### config.mk
export PLATFORM = sky130hd
export DESIGN_NAME = dwff_ram
export DESIGN_NICKNAME = d
export VERILOG_FILES = /design/src/hdl/dwff_ram.sv
export SDC_FILE = /design/constraint.sdc
export NUM_CORES = 2
export LEC_CHECK = 0
export ABC_CLOCK_PERIOD_IN_PS = 3300
export BUFFER_PORTS_ARGS = -buffer_cell sky130_fd_sc_hd__buf_2
export CORE_MARGIN = 10
export CORE_UTILIZATION = 52
export CTS_CLUSTER_DIAMETER = 80
export DETAILED_ROUTE_END_ITERATION = 16
export GPL_TIMING_DRIVEN = 1
export PLACE_DENSITY_LB_ADDON = 0.25
export SLEW_MARGIN = 20
export SYNTH_ARGS = -nofsm -noshare
export SYNTH_HDL_FRONTEND = slang
export SYNTH_SLANG_ARGS = --single-unit
### constraint.sdc
create_clock -name clk -period 3.3 [get_ports clk]
set_clock_uncertainty 0.05 [all_clocks]
set_input_delay 0.66 -clock clk [delete_from_list [all_inputs] [get_ports clk]]
set_output_delay 0.66 -clock clk [all_outputs]
set_load 0.01 [all_outputs]
### src/hdl/dwff_ram.sv
`timescale 1ns / 1ps
// ----------------------------------------------------------------------------
// dwff_ram
// Simple dual-port RAM: one write port, one read port with registered data.
// ----------------------------------------------------------------------------
module dwff_ram #(
  parameter int WIDTH = 8,
  parameter int DEPTH = 256
) (
  input  logic                     clk,
  input  logic                     wr_en,
  input  logic [$clog2(DEPTH)-1:0] wr_addr,
  input  logic [WIDTH-1:0]         wr_data,
  input  logic                     rd_en,
  input  logic [$clog2(DEPTH)-1:0] rd_addr,
  output logic [WIDTH-1:0]         rd_data
);

  logic [WIDTH-1:0] mem [DEPTH];

  always_ff @(posedge clk) begin
    if (wr_en) begin
      mem[wr_addr] <= wr_data;
    end
  end

  always_ff @(posedge clk) begin
    if (rd_en) begin
      rd_data <= mem[rd_addr];
    end
  end

endmodule
# Word-level counts from Yosys, hierarchy flattened
# Memory sizes are Yosys's and may differ from the RTL's. A register that Yosys moved wholly into a read port is not among the register bits.
# Cells that the tools add are included.
[totals]
mem_count = 1
input_bits = 27
elab_cells = 3
ramBits = 2048
output_inout_bits = 8
reg_bits = 0
[mem_list]
columns = ["memory", "words", "width", "rd", "rd_clocked_by_memory_dff", "write_ports", "line_no", "text"]
rows = [
  ["mem", 256, 8, 1, 1, 1, "19", "logic [WIDTH-1:0] mem [DEPTH];"],
]
[op_classes]
muxes = 2
[op_table]
columns = ["operator", "count"]
rows = [
  ["two-way mux 1 bit", 2],
]

# Depth between registers and ports, before layout
[logic_depth]
ltp_word = 2
depth_mapped = 11
mapped_depth_nobuf = 6

# Worst setup path after synthesis
# OpenSTA, ideal clock, no wires.
[synth_timing]
kind = "input to register"
from = "input rd_addr[0]"
to = "register rd_data[2] (read register of mem) (data pin)"
n_path_buf = 4
arrival_time_ns = 2.467
path_slack_ns = 0.514
stages = 9
cell_sequence = "buf_6 -> buf_12 -> buf_8 -> buf_2 -> mux4_2 -> a22oi_1 -> a21oi_1 -> nor4_1 -> nor4_2"
[synth_rtl]
columns = ["item", "line_no", "text"]
rows = [
  ["from (decl)", "15", "input logic [$clog2(DEPTH)-1:0] rd_addr,"],
  ["to (decl)", "16", "output logic [WIDTH-1:0] rd_data"],
]

==> insert_results.sql <==
INSERT INTO impl_metrics (metric_group, metric, value, unit) VALUES
('timing', 'fin_crit_sh', '91.8', '%'),
('power_and_ir_drop', 'net_switching_component_of_the_power', '11.4', 'mW'),
('placed_design', 'placement.setup.worst_slack', '-523', 'ps'),
('die', 'core_region_area', '0.152', 'mm2'),
('logic_synthesis', 'syn_avg_cell_area', '21.3', 'um2'),
('grt', 'overflow', '0', ''),
('grt', 'grt.busiest_layer', 'met2', ''),
('logic_synthesis', 'synth_most_common_cell', 'edfxtp_1', ''),
('die', 'die_y', '411', 'um'),
('worst_setup_path', 'worst_path_max_delay_cell', 'nor4_1', ''),
('die', 'placement_rows', '143', ''),
('timing', 'grt_setup_unrepaired', 'false', ''),
('final_layout', 'area_growth', '16.1', '%'),
('routing', 'initialDrtViolationCount', '5033', ''),
('placed_design', 'dpl.hpwl', '125000', 'um'),
('logic_synthesis', 'syn_nets', '3760', ''),
('timing', 'finalHoldWorstSlack', '214', 'ps'),
('run', 'cap_violations', '0', ''),
('timing', 'min_period', '3030', 'ps'),
('power_and_ir_drop', 'sw_frac_of_total', '21.1', '%'),
('logic_synthesis', 'yosysTopAreaCellShare', '77.5', '%'),
('logic_synthesis', 'synth-edff-count', '2056', ''),
('timing', 'fmax', '0.330', 'GHz'),
('status', 'run_status', 'complete, no violations', ''),
('routing', 'detail-route-antenna-nets', '0', ''),
('timing', 'max_slew.worst_pin.slew', '884', 'ps'),
('power_and_ir_drop', 'p_leak', '29.7', 'nW'),
('final_layout', 'finish.net_count', '4307', ''),
('routing', 'dr.pass1.iters', '5', ''),
('worst_setup_path', 'timing.setup.critical_path_class', 'input port to flop', ''),
('worst_setup_path', 'critPathMaxStageDelay', '740', 'ps'),
('logic_synthesis', 'synth_top_area_cell', 'edfxtp_1', ''),
('timing', 'hold_viol', '0', ''),
('final_layout', 'layout-drive-gt1-share', '30.0', '%'),
('grt', 'grt.met3_usage', '4.81', '%'),
('grt', 'first_global_vias', '40371', ''),
('logic_synthesis', 'synth_top_flop_cell', 'edfxtp_1', ''),
('worst_setup_path', 'worstPathCellList', 'buf_8, buf_12, buf_12, buf_12, buf_4, mux4_2, a22oi_1, a21oi_1, nor4_1, buf_4, nor4_1', ''),
('timing', 'slew_viol_final', '0', ''),
('die', 'io_pins', '35', ''),
('logic_synthesis', 'syn_inst', '3733', ''),
('routing', 'routedWlPerCell', '30.3', 'um'),
('routing', 'via_count', '40548', ''),
('worst_setup_path', 'largest_delay_contributor_family_on_the_critical_path', 'buffers and inverters', ''),
('logic_synthesis', 'ys_async_sr_fraction', '0', '%'),
('clock_network', 'cts_htree_levels', '4', ''),
('power_and_ir_drop', 'clock_network_power_share', '41.5', '%'),
('final_layout', 'nFillCells', '10606', ''),
('logic_synthesis', 'synth-seq-cells', '2056', ''),
('clock_network', 'cts_hold_buffers', '0', ''),
('grt', 'grt_pass1_wl', '286000', 'um'),
('power_and_ir_drop', 'internal-power', '42.8', 'mW'),
('clock_network', 'post_cts_resize_count', '0', ''),
('final_layout', 'fin_cells', '6483', ''),
('worst_setup_path', 'data_arrival_time_at_the_worst_slack_endpoint', '3500', 'ps'),
('power_and_ir_drop', 'power.ir.vdd_worst', '507', 'uV'),
('clock_network', 'tritoncts_clock_tree', 'built', ''),
('clock_network', 'clock-root-buffer', 'clkbuf_16', ''),
('grt', 'grt_start_max_net_pins', '111', ''),
('worst_setup_path', 'crit_required', '3770', 'ps'),
('die', 'die_x', '411', 'um'),
('logic_synthesis', 'syn_area', '0.0796', 'mm2'),
('die', 'start_util', '52.4', '%'),
('worst_setup_path', 'cp_endpoint_kind', 'flop', ''),
('routing', 'detail_route.wirelength', '197000', 'um'),
('routing', 'routed_via_density', '6.25', ''),
('final_layout', 'storage_element_area', '0.0617', 'mm2'),
('logic_synthesis', 'synth.yosys.seq_area_share', '77.5', '%'),
('timing', 'worst_slack_setup_final', '272', 'ps'),
('clock_network', 'postCtsSetupBuffers', '0', ''),
('placed_design', 'place_inst', '6106', '');
==> logic make-up after synthesis <==
kind of cell / synth area share, %
flip-flops: 77.5
AND/OR/NAND/NOR: 2.63
multiplexers: 14.6
buffers and inverters: 1.83
AO/OA/AOI/OAI: 3.42
==> metal layers <==
layer | part of all wire (%) | vias to the layer above
met1 | 40 | 21385
met5 | 0.047 | -
met2 | 48 | 1977
met4 | 3.1 | 14
met3 | 9.5 | 340
li1 | - | 16832
==> final cells by class <==
cell class	instances	share of cell area (%)
clock buffers	248	5.70
repair buffers	576	5.64
multi-input cells	1442	17.8
diodes	3	0.00812
well taps	2030	2.75
inverters	2	0.00812
flip-flops and latches	2056	66.8
clock inverters	126	1.30
==> worst paths after layout <==
path,from,endpoint,slack (ps),depth (start not counted)
hold reg to reg,mem[12][3],rd_data[3],1210,6
setup reg to reg,mem[66][0],rd_data[0],590,6
hold / removal,wr_data[4],mem[76][4],210,1
setup / recovery,rd_addr[0],rd_data[7],270,11
==> layout by cell type, fill, tap and decap left out, types with 10 or more instances in the layout <==
cell	instances
a21oi_1	96
o22ai_1	28
buf_12	70
nand4_1	10
edfxtp_1	2056
clkbuf_16	204
a22oi_1	133
nand3_1	34
mux4_2	454
nor2b_1	28
buf_8	10
o211ai_1	10
clkinv_1	48
clkinv_2	38
buf_2	22
nand2_1	33
mux2i_1	134
nor4_1	24
bufinv_16	19
a221oi_1	13
nor3_1	22
a211oi_1	16
o21ai_0	10
nor2_1	279
clkbuf_1	44
buf_4	474
o221ai_1	46
==> power groups by stage <==
| stage | clock, mW | combinational, mW | sequential, mW |
|---|---|---|---|
| after floorplan | 0 | 1.40 | 29.4 |
| after global placement | 0 | 2.83 | 29.4 |
| after detailed placement | 0 | 2.86 | 29.4 |
| after CTS | 22.8 | 2.87 | 28.8 |
| after global routing | 23.9 | 3.01 | 28.8 |
| final | 22.5 | 2.86 | 28.8 |
==> state kept, by name (all words and copies together) (netlist names) <==
register,count
rd_data,8
mem,2048
==> through the flow <==
| stage | util (%) | cell area (um2) |
|---|---|---|
| after floorplan | - | 79600 |
| after global placement | 56.5 | 86000 |
| after detailed placement | 56.5 | 86000 |
| after CTS | 60.8 | 92500 |
| after global routing | 60.8 | 92500 |
| final | 60.8 | 92500 |
==> worst register-to-register path, cell delays in order (launching register included) <==
cell	delay [ps]
edfxtp_1	380
mux4_2	480
mux4_2	500
nor2b_1	210
nor4_1	580
buf_4	220
nor4_2	40
No activity file was read; power rests on OpenSTA's default activity.
